### src/design/ckd_pkg.sv
// Shared types, constants and register map for the charlieplex key scanner.
package ckd_pkg;

  localparam int unsigned MAX_PINS = 8;
  localparam int unsigned MIN_PINS = 2;

  localparam logic [3:0]  PIN_COUNT_RST   = 4'd8;
  localparam logic [15:0] DEBOUNCE_MS_RST = 16'd20;

  localparam int unsigned ADDR_W = 3;

  localparam logic REG_PIN_COUNT   = 1'b0;
  localparam logic REG_DEBOUNCE_MS = 1'b1;

  typedef struct packed {
    logic [3:0]  pin_count;
    logic [15:0] debounce_ms;
  } cfg_t;

  typedef struct packed {
    logic       drive_enable;
    logic [2:0] drive_line;
    logic [6:0] debounced_key;
    logic       scan_done;
  } res_t;

endpackage

### src/design/ckd_cfg_regs.sv
// APB configuration registers for the key scanner.
module ckd_cfg_regs (
  input  logic                       clk_i,
  input  logic                       rst_ni,
  input  logic                       psel,
  input  logic                       penable,
  input  logic                       pwrite,
  input  logic [ckd_pkg::ADDR_W-1:0] paddr,
  input  logic [31:0]                pwdata,
  output logic [31:0]                prdata,
  output logic                       pready,
  output ckd_pkg::cfg_t              cfg_o
);

  logic [3:0]  pin_count_q, pin_count_d;
  logic [15:0] debounce_q, debounce_d;
  logic        wr_en;

  assign pready = 1'b1;
  assign wr_en  = psel && penable && pwrite;

  always_comb begin
    pin_count_d = pin_count_q;
    debounce_d  = debounce_q;
    if (wr_en) begin
      unique case (paddr[2])
        ckd_pkg::REG_PIN_COUNT:   pin_count_d = pwdata[3:0];
        ckd_pkg::REG_DEBOUNCE_MS: debounce_d  = pwdata[15:0];
        default: ;
      endcase
    end
  end

  always_comb begin
    unique case (paddr[2])
      ckd_pkg::REG_PIN_COUNT:   prdata = {28'd0, pin_count_q};
      ckd_pkg::REG_DEBOUNCE_MS: prdata = {16'd0, debounce_q};
      default:                  prdata = 32'd0;
    endcase
  end

  always_ff @(posedge clk_i or negedge rst_ni) begin
    if (!rst_ni) begin
      pin_count_q <= ckd_pkg::PIN_COUNT_RST;
      debounce_q  <= ckd_pkg::DEBOUNCE_MS_RST;
    end else begin
      pin_count_q <= pin_count_d;
      debounce_q  <= debounce_d;
    end
  end

  assign cfg_o.pin_count   = pin_count_q;
  assign cfg_o.debounce_ms = debounce_q;

endmodule

### src/design/ckd_line_decode.sv
// Decode of one sensed line pattern into a raw key index.
module ckd_line_decode (
  input  logic [7:0] raw_i,
  input  logic [2:0] line_i,
  input  logic [3:0] pins_i,
  output logic [6:0] key_o
);

  logic [7:0] pat;
  logic [7:0] last_pat;
  logic [3:0] col;
  logic [6:0] prod;

  always_comb begin
    pat = raw_i;
    if ($onehot(raw_i)) begin
      pat = raw_i | (8'd1 << line_i);
    end
    last_pat = 8'd1 | (8'd1 << (pins_i - 4'd1));
    col      = 4'd0;
    if (pat == last_pat) begin
      col = pins_i;
    end else begin
      for (int j = 7; j >= 1; j--) begin
        if ((4'(j) < pins_i) && (pat == (8'd3 << (j - 1)))) begin
          col = 4'(j);
        end
      end
    end
    prod = 7'(line_i) * 7'(pins_i);
    key_o = (col == 4'd0) ? 7'd0 : 7'(7'(col) + prod);
  end

endmodule

### src/design/ckd_scan_core.sv
// Scan state, debounce wait and key acceptance, advanced once per word.
module ckd_scan_core (
  input  logic          clk_i,
  input  logic          rst_ni,
  input  logic          step_i,
  input  logic          ms_tick_i,
  input  logic [7:0]    sense_low_i,
  input  ckd_pkg::cfg_t cfg_i,
  output ckd_pkg::res_t res_o
);

  logic        scan_q, scan_d;
  logic [2:0]  line_q, line_d;
  logic [15:0] wait_q, wait_d;
  logic [6:0]  prev_q, prev_d;
  logic [6:0]  acc_q, acc_d;

  logic [3:0] pins;
  logic [8:0] mask9;
  logic [7:0] raw;
  logic [6:0] dec_key;
  logic [3:0] line_inc;
  logic [15:0] wait_dec;
  logic       finish;
  logic [6:0] fin_key;

  always_comb begin
    pins = cfg_i.pin_count;
    if (pins < 4'(ckd_pkg::MIN_PINS)) pins = 4'(ckd_pkg::MIN_PINS);
    if (pins > 4'(ckd_pkg::MAX_PINS)) pins = 4'(ckd_pkg::MAX_PINS);
  end

  assign mask9    = (9'd1 << pins) - 9'd1;
  assign raw      = sense_low_i & mask9[7:0] & ~(8'd1 << line_q);
  assign line_inc = {1'b0, line_q} + 4'd1;

  ckd_line_decode u_dec (
    .raw_i  (raw),
    .line_i (line_q),
    .pins_i (pins),
    .key_o  (dec_key)
  );

  always_comb begin
    scan_d   = scan_q;
    line_d   = line_q;
    wait_d   = wait_q;
    prev_d   = prev_q;
    acc_d    = acc_q;
    finish   = 1'b0;
    fin_key  = 7'd0;
    wait_dec = wait_q;
    if (!scan_q) begin
      if (ms_tick_i && (wait_q != 16'd0)) begin
        wait_dec = wait_q - 16'd1;
      end
      wait_d = wait_dec;
      if (wait_dec == 16'd0) begin
        scan_d = 1'b1;
        line_d = 3'd0;
      end
    end else if ({1'b0, line_q} >= pins) begin
      finish = 1'b1;
    end else if (raw != 8'd0) begin
      finish  = 1'b1;
      fin_key = dec_key;
    end else if (line_inc >= pins) begin
      finish = 1'b1;
    end else begin
      line_d = line_inc[2:0];
    end
    if (finish) begin
      acc_d  = (fin_key == prev_q) ? fin_key : 7'd0;
      prev_d = fin_key;
      wait_d = cfg_i.debounce_ms;
      scan_d = 1'b0;
      line_d = 3'd0;
    end
  end

  always_ff @(posedge clk_i or negedge rst_ni) begin
    if (!rst_ni) begin
      scan_q <= 1'b0;
      line_q <= 3'd0;
      wait_q <= 16'd0;
      prev_q <= 7'd0;
      acc_q  <= 7'd0;
    end else if (step_i) begin
      scan_q <= scan_d;
      line_q <= line_d;
      wait_q <= wait_d;
      prev_q <= prev_d;
      acc_q  <= acc_d;
    end
  end

  assign res_o.drive_enable  = scan_d;
  assign res_o.drive_line    = scan_d ? line_d : 3'd0;
  assign res_o.debounced_key = acc_d;
  assign res_o.scan_done     = finish;

endmodule

### src/design/charlieplex_key_scan_debounce_unit.sv
// Top level of the charlieplexed keypad scanner with two-scan debounce.
// Each input word carries the pins sensed low for the line announced by the
// previous result, plus a millisecond tick; each word gives exactly one
// result word naming the next line to drive, the accepted key (0 for none)
// and whether a scan ended. Words are taken one per clock cycle while the
// output is not stalled: a word is captured in an input register, decoded
// and applied to the scan state in a single pass, and the result is held in
// an output register. The user must make configuration writes through the
// APB port only while no word is in flight; the block does not enforce it.
module charlieplex_key_scan_debounce_unit (
  input  logic                       clk_i,
  input  logic                       rst_ni,
  input  logic                       in_valid_i,
  output logic                       in_stall_o,
  input  logic                       ms_tick_i,
  input  logic [7:0]                 sense_low_i,
  output logic                       out_valid_o,
  input  logic                       out_stall_i,
  output logic                       drive_enable_o,
  output logic [2:0]                 drive_line_o,
  output logic [6:0]                 debounced_key_o,
  output logic                       scan_done_o,
  input  logic                       psel,
  input  logic                       penable,
  input  logic                       pwrite,
  input  logic [ckd_pkg::ADDR_W-1:0] paddr,
  input  logic [31:0]                pwdata,
  output logic [31:0]                prdata,
  output logic                       pready
);

  ckd_pkg::cfg_t cfg;
  ckd_pkg::res_t res;
  ckd_pkg::res_t res_q;

  logic       in_vld_q, in_vld_d;
  logic       tick_q;
  logic [7:0] sense_q;
  logic       out_vld_q, out_vld_d;
  logic       step;
  logic       in_take;

  ckd_cfg_regs u_cfg (
    .clk_i   (clk_i),
    .rst_ni  (rst_ni),
    .psel    (psel),
    .penable (penable),
    .pwrite  (pwrite),
    .paddr   (paddr),
    .pwdata  (pwdata),
    .prdata  (prdata),
    .pready  (pready),
    .cfg_o   (cfg)
  );

  assign step       = in_vld_q && (!out_vld_q || !out_stall_i);
  assign in_stall_o = in_vld_q && !step;
  assign in_take    = in_valid_i && !in_stall_o;

  ckd_scan_core u_core (
    .clk_i       (clk_i),
    .rst_ni      (rst_ni),
    .step_i      (step),
    .ms_tick_i   (tick_q),
    .sense_low_i (sense_q),
    .cfg_i       (cfg),
    .res_o       (res)
  );

  always_comb begin
    in_vld_d = in_vld_q;
    if (in_take) begin
      in_vld_d = 1'b1;
    end else if (step) begin
      in_vld_d = 1'b0;
    end
    out_vld_d = out_vld_q;
    if (step) begin
      out_vld_d = 1'b1;
    end else if (!out_stall_i) begin
      out_vld_d = 1'b0;
    end
  end

  always_ff @(posedge clk_i or negedge rst_ni) begin
    if (!rst_ni) begin
      in_vld_q  <= 1'b0;
      out_vld_q <= 1'b0;
    end else begin
      in_vld_q  <= in_vld_d;
      out_vld_q <= out_vld_d;
    end
  end

  always_ff @(posedge clk_i) begin
    if (in_take) begin
      tick_q  <= ms_tick_i;
      sense_q <= sense_low_i;
    end
    if (step) begin
      res_q <= res;
    end
  end

  assign out_valid_o     = out_vld_q;
  assign drive_enable_o  = res_q.drive_enable;
  assign drive_line_o    = res_q.drive_line;
  assign debounced_key_o = res_q.debounced_key;
  assign scan_done_o     = res_q.scan_done;

endmodule

### config.mk
export PLATFORM = sky130hd
export DESIGN_NAME = charlieplex_key_scan_debounce_unit
export DESIGN_NICKNAME = d
export VERILOG_FILES = /design/src/design/ckd_pkg.sv /design/src/design/ckd_cfg_regs.sv /design/src/design/ckd_line_decode.sv /design/src/design/ckd_scan_core.sv /design/src/design/charlieplex_key_scan_debounce_unit.sv
export SDC_FILE = /design/constraint.sdc
export NUM_CORES = 1
export LEC_CHECK = 0
export ABC_CLOCK_PERIOD_IN_PS = 9200
export BUFFER_PORTS_ARGS = -buffer_cell sky130_fd_sc_hd__buf_4
export CORE_AREA = 8 8 140 142
export DETAILED_ROUTE_END_ITERATION = 8
export DIE_AREA = 0 0 148 150
export SYNTH_ARGS = -nofsm -noshare
export SYNTH_HDL_FRONTEND = slang
export SYNTH_HIERARCHICAL = 1
export SYNTH_SLANG_ARGS = --single-unit
### constraint.sdc
create_clock -name clk_i -period 9.2 [get_ports clk_i]
set_clock_uncertainty 0.05 [all_clocks]
set_input_delay 1.84 -clock clk_i [delete_from_list [all_inputs] [get_ports clk_i]]
set_output_delay 1.84 -clock clk_i [all_outputs]
set_load 0.1 [all_outputs]
# Yosys cells after proc, flatten, opt, wreduce, memory -nomap -nowiden
# Cells that the tools add are included.
dict set report word_totals {
  reg_bits 77
  wordCells 125
}
dict set report classes {
  n_addsub 12
  order_cmp 11
  mul 1
  shift 3
  mux 39
  reduce_logical 27
  n_bitwise 5
  eq_ne 12
}
# op count
set ops {}
lappend ops {{16-bit two-way mux} 4}
lappend ops {{32-bit one-hot mux with 2 select lines} 1}
lappend ops {{7-bit two-way mux} 6}
lappend ops {{4-bit two-way mux} 9}
lappend ops {{3-bit two-way mux} 7}
lappend ops {{8-bit AND} 2}
lappend ops {{16-bit logical NOT} 1}
lappend ops {{3-bit by 4-bit less-than comparator with 1-bit output, first input constant} 4}
lappend ops {{16-bit nonzero test} 1}
lappend ops {{1-bit by 4-bit left shift with 8-bit output, first input constant} 2}
lappend ops {{16-bit by 1-bit subtractor with 16-bit output, second input constant} 1}
lappend ops {{1-bit logical AND} 13}
lappend ops {{1-bit two-way mux} 11}
lappend ops {{1-bit by 1-bit adder with 2-bit output} 4}
lappend ops {{8-bit by 2-bit == test with 1-bit output, second input constant} 1}
lappend ops {{8-bit by 3-bit == test with 1-bit output, second input constant} 1}
lappend ops {{8-bit by 4-bit == test with 1-bit output, second input constant} 1}
lappend ops {{8-bit by 5-bit == test with 1-bit output, second input constant} 1}
lappend ops {{8-bit by 6-bit == test with 1-bit output, second input constant} 1}
lappend ops {{8-bit by 7-bit == test with 1-bit output, second input constant} 1}
lappend ops {{8-bit == test} 1}
lappend ops {{8-bit == test, second input constant} 1}
lappend ops {{2-bit by 4-bit less-than comparator with 1-bit output, first input constant} 2}
lappend ops {{8-bit two-way mux} 1}
lappend ops {{other kinds (27)} 33}

# Longest topological paths before layout
# Gate-level depths: netlist of the first run.
dict set report depth {
  ltp_word 31
  mapped_depth 37
}

# Cells and area by module
# Netlist of the first run, hierarchy kept.
# module cells_each area_each_um2 instances
set by_module_without_submodules {}
lappend by_module_without_submodules {ckd_scan_core 329 2743.9 1}
lappend by_module_without_submodules {ckd_line_decode 202 1446.4 1}
lappend by_module_without_submodules {ckd_cfg_regs 80 1078.5 1}
lappend by_module_without_submodules {charlieplex_key_scan_debounce_unit 29 723.2 1}

# Worst setup path before layout of the first run
# OpenSTA, ideal clock, no wires.
dict set report synth_path {
  path_kind {reg2reg}
  startpoint {reg u_core.line_q[0]}
  endpoint {reg res_q, in the netlist debounced_key_o[0] (data pin)}
  stages_incl_launch_ff 35
  required_ns 8.894
  period_less_slack_ns 8.000
  arrival_ns 7.694
  path_slack_ns 1.200
  cell_sequence {dfrtp_1 -> inv_1 -> ha_1 -> nand2b_1 -> and2_1 -> inv_1 -> fa_1 -> fa_1 -> fa_1 -> inv_1 -> ha_1 -> inv_1 -> fa_1 -> buf_2 -> nor3b_1 -> nor2_1 -> a211o_1 -> a211o_1 -> a2111oi_4 -> and3_4 -> a211oi_1 -> fa_1 -> inv_1 -> ha_1 -> a21o_1 -> a21oi_1 -> xnor2_1 -> a31o_2 -> o22ai_1 -> nor4bb_1 -> a31oi_1 -> o311ai_0 -> o22ai_1 -> nor3_1 -> a22o_1}
}
# item line
set synth_rtl {}
lappend synth_rtl {{from (decl)} ckd_scan_core.sv:13} ;# logic [2:0] line_q, line_d;
lappend synth_rtl {{from (signal assigned)} ckd_scan_core.sv:90} ;# line_q <= line_d;
lappend synth_rtl {{to (signal assigned)} charlieplex_key_scan_debounce_unit.sv:101} ;# res_q <= res;
lappend synth_rtl {{to (decl)} charlieplex_key_scan_debounce_unit.sv:34} ;# ckd_pkg::res_t res_q;

==> run_results.csv, run 1 <==
group,metric,value,unit
run_status,status,"completed",
cells_and_area,diodes,0,
clock_network,cts-htree-levels,3,
synth,synth.distinct_cells,86,
flow_run,drv_cap,0,
worst_setup_path,worst-setup-path-type,"flip-flop to flip-flop",
detailed_routing,drtPass1Iterations,5,
synth,ys_ff_latch,77,
synth,yosys_warnings,6,
detailed_routing,drt_iter0_drc,330,
clock_network,post_cts_buffers,0,
timing,slew_headroom,0.429,
cells_and_area,area_growth,18.0,%
timing,fin_tns_setup,0,ns
clock_network,clockBufferDepth,2,
place,placedCellCount,934,
worst_setup_path,arrival,8.62,ns
global_route,grt_usage,0.141,
detailed_routing,drcViolationCount,0,
synth,synth.area.top_cells,"dfrtp_1 22%, edfxtp_1 11%, ha_1 6.1%",
clock_network,cts_buffers,9,
power,power_per_cell_area,280,nW/um^2
synth,synth_top_area_cell,"dfrtp_1",
global_route,overflow,0,
detailed_routing,via_per_inst,5.31,
clock_network,ctsHoldBuffers,0,
cells_and_area,final_common_cell,"buf_4",
place,dp_hpwl,11.4,mm
clock_network,cts_sinks,77,
cells_and_area,finish.instance_area,7070,um^2
place,pre_cts_slack,0.462,ns
floorplanning,io_pins,98,
worst_setup_path,cp-end-kind,"flip-flop",
hold_path,whs_path_depth,2,
power,p_total,1.98,mW
global_route,grt_pass1_wl,25.3,mm
timing,holdWs,0.432,ns
floorplanning,die-area,22200,um^2
worst_setup_path,critical-path-slowest-cell,"dfrtp_1",
timing,hold_viol_final,0,
cells_and_area,layout_common_cells,"97 x buf_4, 53 x dfrtp_1, 52 x nand2_1",
global_route,grt_max_degree,57,
synth,ys_async_sr_fraction,0.727,
place,place_congestion,0.886,
clock_network,clk_pin_slew,0.06,ns
detailed_routing,wl_per_cell,16.1,um
timing,setup_viol,0,
synth,synthCells,640,
floorplanning,core_area,17500,um^2
global_route,antenna_found_initial,0,
floorplanning,die_h,150,um
hold_path,min_from,"u_core/acc_q[6]$_DFFE_PN0P_",
cells_and_area,final_nets,805,
floorplanning,start_util,0.342,
timing,fin_ws,0.731,ns
place,placedInstanceArea,6760,um^2
hold_path,min_path_type,"flip-flop to flip-flop",
power,p_leak,3.22,nW
cells_and_area,post-route-util,0.403,
worst_setup_path,crit_required,9.36,ns
worst_setup_path,regToRegSetupSlack,0.73,ns
synth,ys_seq_area_frac,0.340,
worst_setup_path,critical_path.max_stage_delay,0.53,ns
cells_and_area,final_cells,950,
timing,fin_crit_sh,0.921,
worst_setup_path,crit_path_frequent_cell,"fa_1",
worst_setup_path,r2r_cells,34,
synth,synth.top_cell.area_share,0.221,
detailed_routing,drt.antenna.violating_nets,0,
cells_and_area,drive_above_1_share,0.247,
detailed_routing,vias,5041,
synth,synth_area,5990,um^2
floorplanning,die_w,148,um
worst_setup_path,r2r-start,"u_core/line_q[1]$_DFFE_PN0P_",
clock_network,cts_root_buf,"clkbuf_16",
timing,rsz0062_at_grt,"false",
place,portBuffers,62,
floorplanning,rows,49,
timing,fmax,118,MHz
hold_path,holdPathEnd,"u_core/acc_q[6]$_DFFE_PN0P_",
worst_setup_path,cp_max_fo,11,
detailed_routing,drt-total-wl,15.3,mm
global_route,first_global_vias,5074,
worst_setup_path,r2r_end,"debounced_key_o[4]$_DFFE_PP_",
synth,syn_avg_cell_area,9.36,um^2
power,ir_drop,0.126,mV
timing,tightest_slew,0.850,ns
clock_network,cts_tree,"built",
synth,ys.flop_type,"dfrtp_1",
timing,maxSlewViolCount,0,
worst_setup_path,crit_path_start_kind,"flip-flop",
timing,fin_crit,8.47,ns
synth,synth_edf_count,21,
clock_network,insertion_delay,0.34,ns
layout make-up:
cell class                      instances  area, um^2
Sequential cell                        77        2040
Clock inverter                          7        73.8
Inverter                               51         191
Multi-Input combinational cell        480        3530
Clock buffer                            9         225
Tap cell                              229         287
Fill cell                            1831       10500
Timing Repair Buffer                   97         728
what timing repair did:
item	4_1_cts	5_1_grt
endpoints found under the hold margin	0	0
setup endpoints to repair	0	6
resized for setup	0	2
cells in the mapped netlist (all sizes together) (9+ instances only):
library cell / count
nor4: 13
nand2: 53
nor3: 14
edfxtp: 21
dfrtp: 53
clkbuf: 15
nor2: 42
a21o: 11
o21ai: 25
buf: 33
a22o: 21
ha: 29
fa: 9
inv: 51
a21oi: 38
and2: 24
mux2: 25
nand3: 16
worst max-delay path, delay by kind of cell, from the launching register on:
family,cells,cell delay (ns)
adders and majority gates,9,3.23
xor gates and xnor gates,1,0.19
DFF,1,0.53
AOI/OAI and AO/OA,13,2.37
and+or+nand+nor,6,1.52
buffers and inverters,5,0.42
worst max path at each step:
stage                                 startpoint                            to  slack, ns
global placement    u_core/line_q[1]$_DFFE_PN0P_  debounced_key_o[4]$_DFFE_PP_       0.50
detailed placement  u_core/line_q[1]$_DFFE_PN0P_  debounced_key_o[4]$_DFFE_PP_       0.46
finish              u_core/line_q[1]$_DFFE_PN0P_  debounced_key_o[4]$_DFFE_PP_       0.73
global route        u_core/line_q[1]$_DFFE_PN0P_  debounced_key_o[4]$_DFFE_PP_       0.05
floorplan           u_core/line_q[0]$_DFFE_PN0P_  debounced_key_o[0]$_DFFE_PP_       1.20
CTS                 u_core/line_q[1]$_DFFE_PN0P_  debounced_key_o[4]$_DFFE_PP_       0.42
power by group:
part | switching (mW) | internal (mW) | total, mW
registers | 0.0956 | 0.422 | 0.517
logic | 0.669 | 0.429 | 1.10
clock network | 0.150 | 0.211 | 0.361
logic make-up (layout without fill, tap and decap cells):
kind of cell,count (synthesis),in the layout,synth area share
fa+ha+maj,38,38,0.0906
flops,77,77,0.340
compound gates,169,169,0.207
buf+inv,99,164,0.0842
xor+xnor,12,12,0.0175
other cells,3,19,0.00188
mux,28,28,0.0583
simple gates,214,214,0.201
state kept, by name, indices dropped and copies added (netlist names), 3 cells and up:
register and flops:
debounced_key_o 7, u_core/acc_q 7, u_cfg/pin_count_q 4, u_cfg/debounce_q 16, drive_line_o 3, u_core/line_q 3, u_core/wait_q 16, u_core/prev_q 7
sense_q 8
per-layer routing:
metal	global-route usage	vias up	wire length, um
li1	-	2463	-
met1	0.175	2442	6880
met2	0.234	123	7300
met3	0.0342	13	832
met4	0.0500	0	248
met5	0	-	0
Note: power is estimated with default switching activity, not from simulation.
==> inputs of run 2 (changes only) <==
- ABC_CLOCK_PERIOD_IN_PS: 9200 -> 9600
- PLACE_DENSITY: default -> 0.57
- RECOVER_POWER: default -> 100
- clock period: 9.2 -> 9.6 ns (I/O delays scaled with it)
==> run 2 against run 1 <==
The run now ends with max-capacitance violations, max-slew violations left; first-iteration DRC count is 30% lower; sequential cell count did not move; utilization decreased by 2.2 points; critical path depth shrank 1; count of clock-buffer cells in the layout rose by 1; clock power decreased by 5%; largest power group unchanged.
==> run_results.csv, run 2 (synthesized netlist as in run 1, its figures left out) <==
group,metric,value,unit
floorplanning,die_w,148,um
floorplanning,rows,49,
clock_network,ctsHoldBuffers,0,
timing,maxSlewViolCount,57,
clock_network,insertion_delay,0.35,ns
worst_setup_path,critical-path-top-delay-family,"adder cells",
timing,slew_headroom,-1.05,
power,power_per_cell_area,273,nW/um^2
timing,setup_viol,0,
timing,fin_ws,0.512,ns
floorplanning,io_pins,98,
timing,fin_tns_setup,0,ns
global_route,grt_usage,0.141,
timing,holdWs,0.425,ns
clock_network,cts-htree-levels,3,
clock_network,post_cts_buffers,0,
detailed_routing,wl_per_cell,16.7,um
worst_setup_path,arrival,9.32,ns
worst_setup_path,critical-path-slowest-cell,"fa_1",
detailed_routing,drcViolationCount,0,
power,p_total,1.82,mW
worst_setup_path,cp_max_fo,9,
detailed_routing,drt.antenna.violating_nets,0,
worst_setup_path,startpoint,"u_core/line_q[1]$_DFFE_PN0P_",
floorplanning,start_util,0.342,
worst_setup_path,crit_path_frequent_cell,"fa_1",
global_route,antenna_found_initial,0,
detailed_routing,via_per_inst,5.46,
timing,tightest_slew,3.07,ns
global_route,grt_max_degree,57,
clock_network,clk_pin_slew,0.07,ns
detailed_routing,drtPass1Iterations,5,
timing,fin_crit,9.09,ns
timing,fmax,110,MHz
place,pre_cts_slack,0.654,ns
clock_network,cts_resized,0,
power,ir_drop,0.142,mV
run_status,violations,"max-capacitance violations, max-slew violations",
cells_and_area,final_common_cell,"dfrtp_1",
cells_and_area,final_nets,783,
timing,hold_viol_final,0,
detailed_routing,drt-total-wl,15.5,mm
worst_setup_path,worst-path-buf-inv,5,
place,place_congestion,0.840,
clock_network,cts_buffers,9,
flow_run,drv_cap,1,
global_route,grt_pass1_wl,25.4,mm
place,portBuffers,62,
detailed_routing,drt_iter0_drc,231,
worst_setup_path,crit_required,9.83,ns
cells_and_area,diodes,0,
clock_network,clockBufferDepth,2,
worst_setup_path,crit_path_start_kind,"flip-flop",
floorplanning,die-area,22200,um^2
cells_and_area,area_growth,11.5,%
cells_and_area,reg_top3,"u_cfg/debounce_q: 16 flops, u_core/wait_q: 16 flops, sense_q: 8 flops",
clock_network,cts_sinks,77,
place,dp_hpwl,11.6,mm
timing,fin_crit_sh,0.947,
cells_and_area,drive_above_1_share,0.144,
worst_setup_path,worst-setup-path-type,"flip-flop to flip-flop",
floorplanning,core_area,17500,um^2
hold_path,min_path_type,"flip-flop to flip-flop",
worst_setup_path,r2r-start,"u_core/line_q[1]$_DFFE_PN0P_",
power,p_leak,2.91,nW
timing,rsz0062_at_grt,"false",
hold_path,min_from,"in_vld_q$_DFFE_PN0P_",
floorplanning,die_h,150,um
global_route,first_global_vias,5174,
place,placedCellCount,912,
worst_setup_path,critical_path.max_stage_delay,0.56,ns
clock_network,cts_root_buf,"clkbuf_16",
worst_setup_path,cp-end-kind,"flip-flop",
detailed_routing,vias,5064,
clock_network,cts_tree,"built",
global_route,overflow,0,
cells_and_area,layout_common_cells,"53 x dfrtp_1, 52 x nand2_1, 50 x inv_1",
run_status,status,"finished with violations",
cells_and_area,final_cells,928,
[run 2: cell types whose count changed in the layout (fill, tap and decap cells not counted), sizes merged]
cell / before / now
clkinvlp: 1 / 2
inv: 53 / 52
buf: 97 / 29
clkinv: 3 / 2
clkbuf: 9 / 56
[run 2: stage by stage]
step | cell area (um^2) | util
2_1_floorplan | 6050 | -
3_3_place_gp | 6590 | 0.376
3_5_place_dp | 6590 | 0.376
4_1_cts | 6880 | 0.393
5_1_grt | 6680 | 0.381
6_report | 6680 | 0.381
[run 2: final timing paths]
check / to / slack (ns) / cells after the start
worst min-delay path: out_valid_o$_DFFE_PN0P_ / 0.43 / 1
worst max register to register: u_core/acc_q[2]$_DFFE_PN0P_ / 0.51 / 33
min in group asynchronous: u_cfg/debounce_q[7]$_DFFE_PN0P_ / 2.53 / 1
worst max-delay path: u_core/acc_q[2]$_DFFE_PN0P_ / 0.51 / 33
worst min register to register: out_valid_o$_DFFE_PN0P_ / 0.43 / 1
max in group asynchronous: in_vld_q$_DFFE_PN0P_ / 5.24 / 1
[run 2: layout make-up]
| cell class | instances | area [um^2] |
|---|---|---|
| fillers | 1825 | 10900 |
| multi-input cells | 480 | 3450 |
| flip-flops and latches | 77 | 2040 |
| repair buffers | 75 | 424 |
| well taps | 229 | 287 |
| clock buffers | 10 | 229 |
| inverters | 51 | 191 |
| clock inverters | 6 | 62.6 |
[run 2: worst reg2reg max path: cells and delay by family (launching register included)]
family | cells | cell delay [ns]
flops | 1 | 0.48
buf+inv | 5 | 0.42
compound gates | 13 | 3.18
simple gates | 5 | 1.52
fa+ha+maj | 9 | 3.27
xor+xnor | 1 | 0.12
[run 2: metal layers]
metal	GRT usage	wire (um)
met1	0.160	6750
met2	0.246	7580
met3	0.0299	750
met4	0.0724	452
met5	0	0
[run 2: report_power, final]
part / switching [mW] / leakage [nW] / internal [mW] / total (mW)
sequential: 0.0935 / 0.896 / 0.405 / 0.498
combinational: 0.633 / 1.87 / 0.350 / 0.983
clock: 0.142 / 0.137 / 0.201 / 0.343
